<file path="src/hw/rtl/scsp_pkg.sv">
package scsp_pkg;

    localparam int COORD_BITS_DEF  = 16;
    localparam int QUEUE_DEPTH_DEF = 2;

    // draw command codes
    localparam logic [1:0] OP_FILL  = 2'd0;
    localparam logic [1:0] OP_LINE  = 2'd1;
    localparam logic [1:0] OP_PIXEL = 2'd2;

    // register map, word index
    localparam logic [2:0] REG_FRAME_X      = 3'd0;
    localparam logic [2:0] REG_FRAME_Y      = 3'd1;
    localparam logic [2:0] REG_FRAME_W      = 3'd2;
    localparam logic [2:0] REG_FRAME_H      = 3'd3;
    localparam logic [2:0] REG_TITLE_HEIGHT = 3'd4;
    localparam logic [2:0] REG_MIN_VALUE    = 3'd5;
    localparam logic [2:0] REG_MAX_VALUE    = 3'd6;
    localparam logic [2:0] REG_COLOR_PAIR   = 3'd7;

    typedef struct packed {
        logic [15:0] frame_x;
        logic [15:0] frame_y;
        logic [15:0] frame_w;
        logic [15:0] frame_h;
        logic [7:0]  title_height;
        logic [15:0] min_value;
        logic [15:0] max_value;
        logic [31:0] color_pair;
    } cfg_t;

    // classified sample waiting for the back end
    typedef struct packed {
        logic [15:0] diff;       // clamped sample minus min_value
        logic        zero_scale; // row offset is zero, no divide needed
    } entry_t;

    typedef struct packed {
        logic empty;
        logic full;
    } queue_status_t;

endpackage

</file>
<file path="src/hw/rtl/scsp_front.sv">
module scsp_front
    import scsp_pkg::*;
#(
    parameter int COORD_BITS = COORD_BITS_DEF
)
(
    input  logic          in_valid,
    output logic          in_stall,
    input  logic [15:0]   sample,
    input  cfg_t          cfg,
    input  queue_status_t qstat,
    output logic          push,
    output entry_t        push_entry
);

    localparam logic [15:0] CMASK = 16'((32'd1 << COORD_BITS) - 32'd1);

    logic [15:0] fw;
    logic [15:0] fh;
    logic [16:0] used_h;
    logic        empty_area;
    logic        one_row;
    logic [15:0] clamped;

    assign fw     = cfg.frame_w & CMASK;
    assign fh     = cfg.frame_h & CMASK;
    assign used_h = 17'(cfg.title_height) + 17'd2;

    // no data area: sample is taken and dropped
    assign empty_area = (fw <= 16'd2) || ({1'b0, fh} <= used_h);
    assign one_row    = {1'b0, fh} <= (used_h + 17'd1);

    always_comb
    begin
        if (sample < cfg.min_value)
        begin
            clamped = cfg.min_value;
        end
        else if (sample > cfg.max_value)
        begin
            clamped = cfg.max_value;
        end
        else
        begin
            clamped = sample;
        end
    end

    assign in_stall = qstat.full;
    assign push     = in_valid && !qstat.full && !empty_area;

    assign push_entry.diff       = clamped - cfg.min_value;
    assign push_entry.zero_scale = one_row || (cfg.max_value <= cfg.min_value);

endmodule

</file>
<file path="src/hw/rtl/scsp_queue.sv">
module scsp_queue
    import scsp_pkg::*;
#(
    parameter int DEPTH = QUEUE_DEPTH_DEF
)
(
    input  logic          clk,
    input  logic          rst_n,
    input  logic          push,
    input  entry_t        push_entry,
    input  logic          pop,
    output entry_t        pop_entry,
    output queue_status_t qstat
);

    localparam int PW = (DEPTH > 1) ? $clog2(DEPTH) : 1;
    localparam int CW = $clog2(DEPTH + 1);

    entry_t        mem_reg [DEPTH];
    logic [PW-1:0] wr_ptr_reg;
    logic [PW-1:0] wr_ptr_next;
    logic [PW-1:0] rd_ptr_reg;
    logic [PW-1:0] rd_ptr_next;
    logic [CW-1:0] count_reg;
    logic [CW-1:0] count_next;

    assign qstat.empty = (count_reg == '0);
    assign qstat.full  = (count_reg == CW'(DEPTH));
    assign pop_entry   = mem_reg[rd_ptr_reg];

    always_comb
    begin
        wr_ptr_next = wr_ptr_reg;
        rd_ptr_next = rd_ptr_reg;
        count_next  = count_reg;
        if (push)
        begin
            wr_ptr_next = (wr_ptr_reg == PW'(DEPTH - 1)) ? '0 : wr_ptr_reg + 1'b1;
        end
        if (pop)
        begin
            rd_ptr_next = (rd_ptr_reg == PW'(DEPTH - 1)) ? '0 : rd_ptr_reg + 1'b1;
        end
        if (push && !pop)
        begin
            count_next = count_reg + 1'b1;
        end
        else if (pop && !push)
        begin
            count_next = count_reg - 1'b1;
        end
    end

    always_ff @(posedge clk or negedge rst_n)
    begin
        if (!rst_n)
        begin
            wr_ptr_reg <= '0;
            rd_ptr_reg <= '0;
            count_reg  <= '0;
        end
        else
        begin
            wr_ptr_reg <= wr_ptr_next;
            rd_ptr_reg <= rd_ptr_next;
            count_reg  <= count_next;
        end
    end

    always_ff @(posedge clk)
    begin
        if (push)
        begin
            mem_reg[wr_ptr_reg] <= push_entry;
        end
    end

endmodule

</file>
<file path="src/hw/rtl/scsp_div.sv">
module scsp_div
#(
    parameter int NW = 32
)
(
    input  logic          clk,
    input  logic          rst_n,
    input  logic          start,
    input  logic [NW-1:0] numer,
    input  logic [15:0]   denom,
    output logic          done,
    output logic [NW-1:0] quotient
);

    localparam int KW = $clog2(NW + 1);

    logic [NW-1:0] num_reg;
    logic [NW-1:0] num_next;
    logic [15:0]   rem_reg;
    logic [15:0]   rem_next;
    logic [15:0]   den_reg;
    logic [KW-1:0] cnt_reg;
    logic          busy_reg;
    logic          done_reg;
    logic [16:0]   rem_sh;
    logic [16:0]   rem_sub;

    // one quotient bit per cycle, restoring
    assign rem_sh  = {rem_reg, num_reg[NW-1]};
    assign rem_sub = rem_sh - {1'b0, den_reg};

    always_comb
    begin
        if (rem_sh >= {1'b0, den_reg})
        begin
            rem_next = rem_sub[15:0];
            num_next = {num_reg[NW-2:0], 1'b1};
        end
        else
        begin
            rem_next = rem_sh[15:0];
            num_next = {num_reg[NW-2:0], 1'b0};
        end
    end

    always_ff @(posedge clk or negedge rst_n)
    begin
        if (!rst_n)
        begin
            busy_reg <= 1'b0;
            done_reg <= 1'b0;
            cnt_reg  <= '0;
        end
        else
        begin
            done_reg <= 1'b0;
            if (start)
            begin
                busy_reg <= 1'b1;
                cnt_reg  <= KW'(NW);
            end
            else if (busy_reg)
            begin
                cnt_reg <= cnt_reg - 1'b1;
                if (cnt_reg == KW'(1))
                begin
                    busy_reg <= 1'b0;
                    done_reg <= 1'b1;
                end
            end
        end
    end

    always_ff @(posedge clk)
    begin
        if (start)
        begin
            num_reg <= numer;
            rem_reg <= '0;
            den_reg <= denom;
        end
        else if (busy_reg)
        begin
            num_reg <= num_next;
            rem_reg <= rem_next;
        end
    end

    assign done     = done_reg;
    assign quotient = num_reg;

endmodule

</file>
<file path="src/hw/rtl/scsp_back.sv">
module scsp_back
    import scsp_pkg::*;
#(
    parameter int COORD_BITS = COORD_BITS_DEF
)
(
    input  logic          clk,
    input  logic          rst_n,
    input  cfg_t          cfg,
    input  queue_status_t qstat,
    input  entry_t        pop_entry,
    output logic          pop,
    output logic          out_valid,
    input  logic          out_stall,
    output logic [1:0]    op,
    output logic [15:0]   x0,
    output logic [15:0]   y0,
    output logic [15:0]   x1,
    output logic [15:0]   y1,
    output logic [15:0]   color,
    output logic          last
);

    localparam logic [15:0] CMASK = 16'((32'd1 << COORD_BITS) - 32'd1);
    localparam int          NW    = 16 + COORD_BITS;

    typedef enum logic [4:0] {
        S_IDLE  = 5'b00001,
        S_MUL   = 5'b00010,
        S_DIV   = 5'b00100,
        S_RECT  = 5'b01000,
        S_TRACE = 5'b10000
    } back_state_t;

    back_state_t state_reg;
    back_state_t state_next;

    logic [15:0] cursor_reg;
    logic [15:0] prev_x_reg;
    logic [15:0] prev_y_reg;
    logic        prev_valid_reg;
    logic        swapped_reg;

    logic [15:0] x_reg;
    logic        line_reg;
    logic [15:0] diff_reg;
    logic [15:0] scaled_reg;
    logic [31:0] prod_reg;
    logic        div_start_reg;

    logic        out_valid_reg;
    logic [1:0]  op_reg;
    logic [15:0] x0_reg;
    logic [15:0] y0_reg;
    logic [15:0] x1_reg;
    logic [15:0] y1_reg;
    logic [15:0] color_reg;
    logic        last_reg;

    logic [15:0] dx;
    logic [15:0] dy;
    logic [15:0] dw;
    logic [15:0] dh;
    logic [15:0] range;
    logic        wrap;
    logic [15:0] cur;
    logic [15:0] x_now;
    logic [15:0] y_now;
    logic [15:0] bg;
    logic [15:0] fg;
    logic        out_free;
    logic        div_done;
    logic [NW-1:0] div_quo;

    // data area geometry, wrapped to the coordinate width
    assign dx    = (cfg.frame_x + 16'd1) & CMASK;
    assign dy    = (cfg.frame_y + 16'd1 + 16'(cfg.title_height)) & CMASK;
    assign dw    = (cfg.frame_w & CMASK) - 16'd2;
    assign dh    = ((cfg.frame_h & CMASK) - 16'd2 - 16'(cfg.title_height)) & CMASK;
    assign range = cfg.max_value - cfg.min_value;

    assign wrap  = cursor_reg >= dw;
    assign cur   = wrap ? 16'd0 : cursor_reg;
    assign x_now = (dx + cur) & CMASK;
    assign y_now = (dy + dh - 16'd1 - scaled_reg) & CMASK;

    assign bg = swapped_reg ? cfg.color_pair[31:16] : cfg.color_pair[15:0];
    assign fg = swapped_reg ? cfg.color_pair[15:0] : cfg.color_pair[31:16];

    assign out_free = !out_valid_reg || !out_stall;
    assign pop      = (state_reg == S_IDLE) && !qstat.empty;

    scsp_div #(
        .NW (NW)
    ) u_div (
        .clk      (clk),
        .rst_n    (rst_n),
        .start    (div_start_reg),
        .numer    (prod_reg[NW-1:0]),
        .denom    (range),
        .done     (div_done),
        .quotient (div_quo)
    );

    always_comb
    begin
        state_next = state_reg;
        unique case (state_reg)
            S_IDLE:
            begin
                if (!qstat.empty)
                begin
                    state_next = pop_entry.zero_scale ? S_RECT : S_MUL;
                end
            end
            S_MUL:
            begin
                state_next = S_DIV;
            end
            S_DIV:
            begin
                if (div_done)
                begin
                    state_next = S_RECT;
                end
            end
            S_RECT:
            begin
                if (out_free)
                begin
                    state_next = S_TRACE;
                end
            end
            S_TRACE:
            begin
                if (out_free)
                begin
                    state_next = S_IDLE;
                end
            end
            default:
            begin
                state_next = S_IDLE;
            end
        endcase
    end

    always_ff @(posedge clk or negedge rst_n)
    begin
        if (!rst_n)
        begin
            state_reg      <= S_IDLE;
            cursor_reg     <= '0;
            prev_x_reg     <= '0;
            prev_y_reg     <= '0;
            prev_valid_reg <= 1'b0;
            swapped_reg    <= 1'b0;
            div_start_reg  <= 1'b0;
            out_valid_reg  <= 1'b0;
        end
        else
        begin
            state_reg     <= state_next;
            div_start_reg <= (state_reg == S_MUL);

            if (pop)
            begin
                cursor_reg <= cur + 16'd1;
                if (wrap)
                begin
                    swapped_reg    <= !swapped_reg;
                    prev_valid_reg <= 1'b0;
                end
            end

            if ((state_reg == S_TRACE) && out_free)
            begin
                prev_x_reg     <= x_reg;
                prev_y_reg     <= y_now;
                prev_valid_reg <= 1'b1;
            end

            if (((state_reg == S_RECT) || (state_reg == S_TRACE)) && out_free)
            begin
                out_valid_reg <= 1'b1;
            end
            else if (!out_stall)
            begin
                out_valid_reg <= 1'b0;
            end
        end
    end

    always_ff @(posedge clk)
    begin
        if (pop)
        begin
            x_reg      <= x_now;
            line_reg   <= prev_valid_reg && !wrap && (cursor_reg != 16'd0);
            diff_reg   <= pop_entry.diff;
            scaled_reg <= '0;
        end
        if (state_reg == S_MUL)
        begin
            prod_reg <= diff_reg * (dh - 16'd1);
        end
        if ((state_reg == S_DIV) && div_done)
        begin
            scaled_reg <= div_quo[15:0];
        end

        if ((state_reg == S_RECT) && out_free)
        begin
            op_reg    <= OP_FILL;
            x0_reg    <= x_reg;
            y0_reg    <= dy;
            x1_reg    <= 16'd1;
            y1_reg    <= dh;
            color_reg <= bg;
            last_reg  <= 1'b0;
        end
        else if ((state_reg == S_TRACE) && out_free)
        begin
            color_reg <= fg;
            last_reg  <= 1'b1;
            x1_reg    <= x_reg;
            y1_reg    <= y_now;
            if (line_reg)
            begin
                op_reg <= OP_LINE;
                x0_reg <= prev_x_reg;
                y0_reg <= prev_y_reg;
            end
            else
            begin
                op_reg <= OP_PIXEL;
                x0_reg <= x_reg;
                y0_reg <= y_now;
            end
        end
    end

    assign out_valid = out_valid_reg;
    assign op        = op_reg;
    assign x0        = x0_reg;
    assign y0        = y0_reg;
    assign x1        = x1_reg;
    assign y1        = y1_reg;
    assign color     = color_reg;
    assign last      = last_reg;

endmodule

</file>
<file path="src/hw/rtl/strip_chart_sample_plotter_unit.sv">
// channel   direction  handshake             payload
// input     in         in_valid / in_stall   sample
// output    out        out_valid / out_stall op, x0, y0, x1, y1, color, last
// config    in         apb write / read      frame_x .. color_pair, 4-byte stride
//
// each sample with a non-empty data area yields two transfers: a clear
// rectangle and then a line or pixel; the steps per sample are pop, multiply,
// divider start, one divider step per quotient bit (16 + COORD_BITS bits),
// divider done and the two emits
// the bit-serial divider sets the time per sample; a sample with max at or
// below min, or a one-row area, skips multiply and divide
// samples with an empty data area are taken while the queue is not full and dropped
// rst_n clears the config registers to their reset values and the control state
// out_stall holds the output register; the queue keeps taking samples until full
module strip_chart_sample_plotter_unit
    import scsp_pkg::*;
#(
    parameter int COORD_BITS  = COORD_BITS_DEF,
    parameter int QUEUE_DEPTH = QUEUE_DEPTH_DEF
)
(
    input  logic        clk,
    input  logic        rst_n,

    // sample input
    input  logic        in_valid,
    output logic        in_stall,
    input  logic [15:0] sample,

    // draw command output
    output logic        out_valid,
    input  logic        out_stall,
    output logic [1:0]  op,
    output logic [15:0] x0,
    output logic [15:0] y0,
    output logic [15:0] x1,
    output logic [15:0] y1,
    output logic [15:0] color,
    output logic        last,

    // register port
    input  logic        psel,
    input  logic        penable,
    input  logic        pwrite,
    input  logic [4:0]  paddr,
    input  logic [31:0] pwdata,
    output logic [31:0] prdata,
    output logic        pready
);

    cfg_t          cfg_reg;
    logic          cfg_write;
    logic [2:0]    reg_idx;

    queue_status_t qstat;
    logic          push;
    logic          pop;
    entry_t        push_entry;
    entry_t        pop_entry;

    // ---------------------------------------------------------------
    // register file, written in the access phase
    // ---------------------------------------------------------------
    assign pready    = 1'b1;
    assign cfg_write = psel && penable && pwrite && pready;
    assign reg_idx   = paddr[4:2];

    always_ff @(posedge clk or negedge rst_n)
    begin
        if (!rst_n)
        begin
            cfg_reg.frame_x      <= 16'h0000;
            cfg_reg.frame_y      <= 16'h0000;
            cfg_reg.frame_w      <= 16'h0000;
            cfg_reg.frame_h      <= 16'h0000;
            cfg_reg.title_height <= 8'h00;
            cfg_reg.min_value    <= 16'h0000;
            cfg_reg.max_value    <= 16'hFFFF;
            cfg_reg.color_pair   <= 32'hFFFF_0000;
        end
        else if (cfg_write)
        begin
            unique case (reg_idx)
                REG_FRAME_X:      cfg_reg.frame_x      <= pwdata[15:0];
                REG_FRAME_Y:      cfg_reg.frame_y      <= pwdata[15:0];
                REG_FRAME_W:      cfg_reg.frame_w      <= pwdata[15:0];
                REG_FRAME_H:      cfg_reg.frame_h      <= pwdata[15:0];
                REG_TITLE_HEIGHT: cfg_reg.title_height <= pwdata[7:0];
                REG_MIN_VALUE:    cfg_reg.min_value    <= pwdata[15:0];
                REG_MAX_VALUE:    cfg_reg.max_value    <= pwdata[15:0];
                REG_COLOR_PAIR:   cfg_reg.color_pair   <= pwdata;
                default:          cfg_reg.frame_x      <= cfg_reg.frame_x;
            endcase
        end
    end

    // read mux, zero-extended to the bus width
    always_comb
    begin
        unique case (reg_idx)
            REG_FRAME_X:      prdata = 32'(cfg_reg.frame_x);
            REG_FRAME_Y:      prdata = 32'(cfg_reg.frame_y);
            REG_FRAME_W:      prdata = 32'(cfg_reg.frame_w);
            REG_FRAME_H:      prdata = 32'(cfg_reg.frame_h);
            REG_TITLE_HEIGHT: prdata = 32'(cfg_reg.title_height);
            REG_MIN_VALUE:    prdata = 32'(cfg_reg.min_value);
            REG_MAX_VALUE:    prdata = 32'(cfg_reg.max_value);
            REG_COLOR_PAIR:   prdata = cfg_reg.color_pair;
            default:          prdata = 32'h0000_0000;
        endcase
    end

    // ---------------------------------------------------------------
    // front end: take the sample, drop it if the area is empty,
    // clamp and flag the trivial row cases
    // ---------------------------------------------------------------
    scsp_front #(
        .COORD_BITS (COORD_BITS)
    ) u_front (
        .in_valid   (in_valid),
        .in_stall   (in_stall),
        .sample     (sample),
        .cfg        (cfg_reg),
        .qstat      (qstat),
        .push       (push),
        .push_entry (push_entry)
    );

    // short queue so the input keeps flowing while the back end divides
    scsp_queue #(
        .DEPTH (QUEUE_DEPTH)
    ) u_queue (
        .clk        (clk),
        .rst_n      (rst_n),
        .push       (push),
        .push_entry (push_entry),
        .pop        (pop),
        .pop_entry  (pop_entry),
        .qstat      (qstat)
    );

    // ---------------------------------------------------------------
    // back end: cursor and palette state, scale to a row, emit commands
    // ---------------------------------------------------------------
    scsp_back #(
        .COORD_BITS (COORD_BITS)
    ) u_back (
        .clk       (clk),
        .rst_n     (rst_n),
        .cfg       (cfg_reg),
        .qstat     (qstat),
        .pop_entry (pop_entry),
        .pop       (pop),
        .out_valid (out_valid),
        .out_stall (out_stall),
        .op        (op),
        .x0        (x0),
        .y0        (y0),
        .x1        (x1),
        .y1        (y1),
        .color     (color),
        .last      (last)
    );

endmodule

</file>
<file path="config.mk">
export PLATFORM = sky130hd
export DESIGN_NAME = strip_chart_sample_plotter_unit
export DESIGN_NICKNAME = d
export VERILOG_FILES = /design/src/hw/rtl/scsp_pkg.sv /design/src/hw/rtl/scsp_front.sv /design/src/hw/rtl/scsp_queue.sv /design/src/hw/rtl/scsp_div.sv /design/src/hw/rtl/scsp_back.sv /design/src/hw/rtl/strip_chart_sample_plotter_unit.sv
export SDC_FILE = /design/constraint.sdc
export NUM_CORES = 2
export LEC_CHECK = 0
export BUFFER_PORTS_ARGS = -buffer_cell sky130_fd_sc_hd__buf_2
export CAP_MARGIN = 25
export CORE_UTILIZATION = 45
export CTS_BUF_LIST = sky130_fd_sc_hd__clkbuf_4
export DETAILED_ROUTE_END_ITERATION = 16
export SYNTH_ARGS = -nofsm -noshare
export SYNTH_HDL_FRONTEND = slang
export SYNTH_SLANG_ARGS = --single-unit
</file>
<file path="constraint.sdc">
create_clock -name clk -period 8.53 [get_ports clk]
set_input_delay 1.706 -clock clk [delete_from_list [all_inputs] [get_ports clk]]
set_output_delay 1.706 -clock clk [all_outputs]
set_load 0.05 [all_outputs]
</file>
==> results.py <==
metrics = {
    "synth": {
        "synthFlopType": "edfxtp_1",
        "ys_seq_area_share_pct": 35.0,
        "yosysWarningCount": 0,
        "ys_ff_latch": 467,
        "netlist_instances": 3574,
        "synth_cell_type_count": 99,
        "synth-edff-count": 227,
        "async_reset_ff_share_pct": 43.9,
        "syn_area_sq_um": 36300,
        "avgSynthCellArea_sq_um": 10.1,
    },
    "sta": {
        "post-route-min-period_ns": 8.39,
        "slew-limit-headroom_pct": 30.5,
        "fmax_mhz": 119,
        "rsz0062_at_grt": "yes",
        "worst_hold_slack_ns": 0.456,
        "tightest_slew_ns": 1.04,
        "maxSlewViolCount": 0,
        "skew_ns": 0.0923,
        "hold_viol": 0,
        "tns_ns": 0,
        "fin_crit_sh_pct": 98.3,
        "setup_viol": 0,
    },
    "detailed_routing": {
        "drc": 0,
        "num_vias": 27286,
        "first_iter_violations": 1816,
        "routed_via_density": 5.35,
        "ant_nets": 0,
        "wirelength_mm": 97.2,
        "wire_per_inst_um": 19.1,
        "first_pass_iters": 5,
    },
    "clocking": {
        "htreeDepth": 3,
        "clk_latency_ns": 0.96,
        "clockRootBuffer": "clkbuf_4",
        "cts_tree": "yes",
        "cts_buffer_depth": 3,
        "clock_sinks": 467,
        "cts_buffers": 120,
        "hold_buffers": 0,
        "clk_pin_slew_worst_paths_ns": 0.07,
    },
    "worst_setup_path": {
        "crit_type": "flop to flop",
        "crit_top_cell": "fa_1",
        "cp-start-kind": "flop",
        "r2r.worst_path.cells": 34,
        "crit_path_end_kind": "flop",
        "path_buf_inv": 7,
        "cpPeakStageDelay_ns": 0.56,
        "cp_max_fo": 7,
        "worstReg2RegEnd": "u_back.prod_reg[30]",
        "cp_top_family": "adder cells",
        "worstPathArrival_ns": 9.03,
        "crit-reg2reg-launch": "cfg_reg[65]",
        "crit_required_ns": 9.17,
        "slowest_stage": "fa_1",
        "ff2ff_setup_slack_ns": 0.14,
    },
    "grt": {
        "grt_pass1_vias": 26957,
        "grt_max_degree": 165,
        "antenna_found_initial": 3,
        "track_usage_pct": 24.2,
        "grt_pass1_wl_mm": 153,
        "overflow": 0,
    },
    "hold_path": {
        "min_to": "u_back.u_div.rem_reg[15]",
        "hp-start": "u_back.u_div.rem_reg[15]",
        "min_path_cells": 2,
        "hold_class": "flop to flop",
    },
    "layout": {
        "area_growth_pct": 14.8,
        "instances_no_fill": 5099,
        "nets": 4526,
        "n_fill_cell": 7373,
        "drive_gt1_share_pct": 22.5,
        "largest_reg_flops": 136,
        "fin_util_pct": 52.5,
        "final_cell_mix": "inv_1, nand2_1, fa_1",
        "final_common_cell": "inv_1",
    },
    "placement": {
        "gp_congestion": 0.918,
        "dp_cells": 4849,
        "dp_hpwl_mm": 73.4,
        "io_buffers": 174,
    },
    "run": {
        "drv_cap": 0,
    },
    "floorplanning": {
        "start_util_pct": 45.7,
        "core_area_sq_um": 79400,
        "pin_count": 178,
        "die_w_um": 286,
        "dieArea_sq_um": 81700,
        "dieHeight_um": 286,
        "num_rows": 103,
    },
    "run_status": {
        "status": "completed",
    },
}
[layout make-up]
class / instances / area, sq um / area share [%]
Clock inverter: 34 / 178 / 0.427
Antenna cell: 8 / 20.0 / 0.0481
Multi-Input combinational cell: 2516 / 21800 / 52.4
Inverter: 461 / 1730 / 4.16
Sequential cell: 467 / 12700 / 30.5
Tap cell: 1050 / 1310 / 3.15
Clock buffer: 194 / 1460 / 3.50
Timing Repair Buffer: 369 / 2440 / 5.86
[Yosys cell counts (10+ instances only)]
master / instances / area (sq um)
inv_1: 459 / 1720
nand2_1: 429 / 1610
fa_1: 292 / 5850
ha_1: 239 / 2990
edfxtp_1: 227 / 6820
nor2_1: 185 / 694
dfrtp_1: 172 / 4300
o21ai_0: 168 / 841
mux2_2: 166 / 1870
a21oi_1: 147 / 736
and2_1: 131 / 820
xnor2_1: 111 / 972
clkbuf_1: 102 / 383
xor2_1: 58 / 508
nand3_1: 56 / 280
nor3_1: 43 / 215
nor2b_1: 42 / 263
mux2i_1: 40 / 400
a21o_1: 38 / 285
dfxtp_1: 35 / 701
and3_1: 34 / 213
dfstp_2: 33 / 867
a211oi_1: 26 / 195
nand2b_1: 26 / 163
nand4_1: 23 / 144
o21a_1: 21 / 158
a22o_1: 18 / 158
buf_1: 17 / 63.8
nor4_1: 17 / 106
o31ai_1: 15 / 113
a31oi_1: 14 / 87.6
or3_1: 14 / 87.6
o21bai_1: 12 / 90.1
buf_2: 10 / 50.1
nand2_2: 10 / 62.6
[per-layer routing]
metal | track usage (%) | vias to the layer above | part of all wire [%]
met5 | 0 | - | 0
met4 | 6.31 | 0 | 2.2
met3 | 3.47 | 161 | 5.2
met2 | 37.3 | 781 | 46
met1 | 35.6 | 13548 | 47
li1 | - | 12796 | -
[logic make-up after synthesis]
logic type | share of synthesized area (%)
AO/OA/AOI/OAI | 9.69
XOR/XNOR | 4.43
adder cells (fa/ha/maj) | 24.4
buffers and inverters | 6.19
flip-flops | 35.0
multiplexers | 6.44
other | 0.0103
AND/OR/NAND/NOR | 13.9
[worst max-delay path by stage]
stage                     start                   to  cells after the start
floorplan           cfg_reg[65]  u_back.prod_reg[24]                     35
global placement    cfg_reg[65]  u_back.prod_reg[30]                     35
detailed placement  cfg_reg[73]  u_back.prod_reg[31]                     36
CTS                 cfg_reg[79]  u_back.prod_reg[31]                     35
global route        cfg_reg[73]  u_back.prod_reg[30]                     35
finish              cfg_reg[65]  u_back.prod_reg[30]                     34
[tightest hold or removal path, stage by stage, from the launching register on]
cell and delay, ns:
dfxtp_1 0.33, nand2_1 0.05, o31ai_1 0.05
[per-stage QoR]
step,instance area [sq um],setup slack [ns]
final,41600,0.145
after CTS,41200,0.0445
after global placement,39400,-0.141
after detailed placement,39400,-0.214
after global routing,41600,-0.261
after floorplan,36300,0.0164
[timing repair]
action | CTS | global route
resized for setup | 23 | 72
pin swaps | 15 | 79
setup buffers | 5 | 12
hold endpoints to repair | 0 | 0
endpoints found under the setup margin | 8 | 12
Power is not shown: default switching activity piles up to over one toggle a cycle in this logic, so the estimate is an artifact.
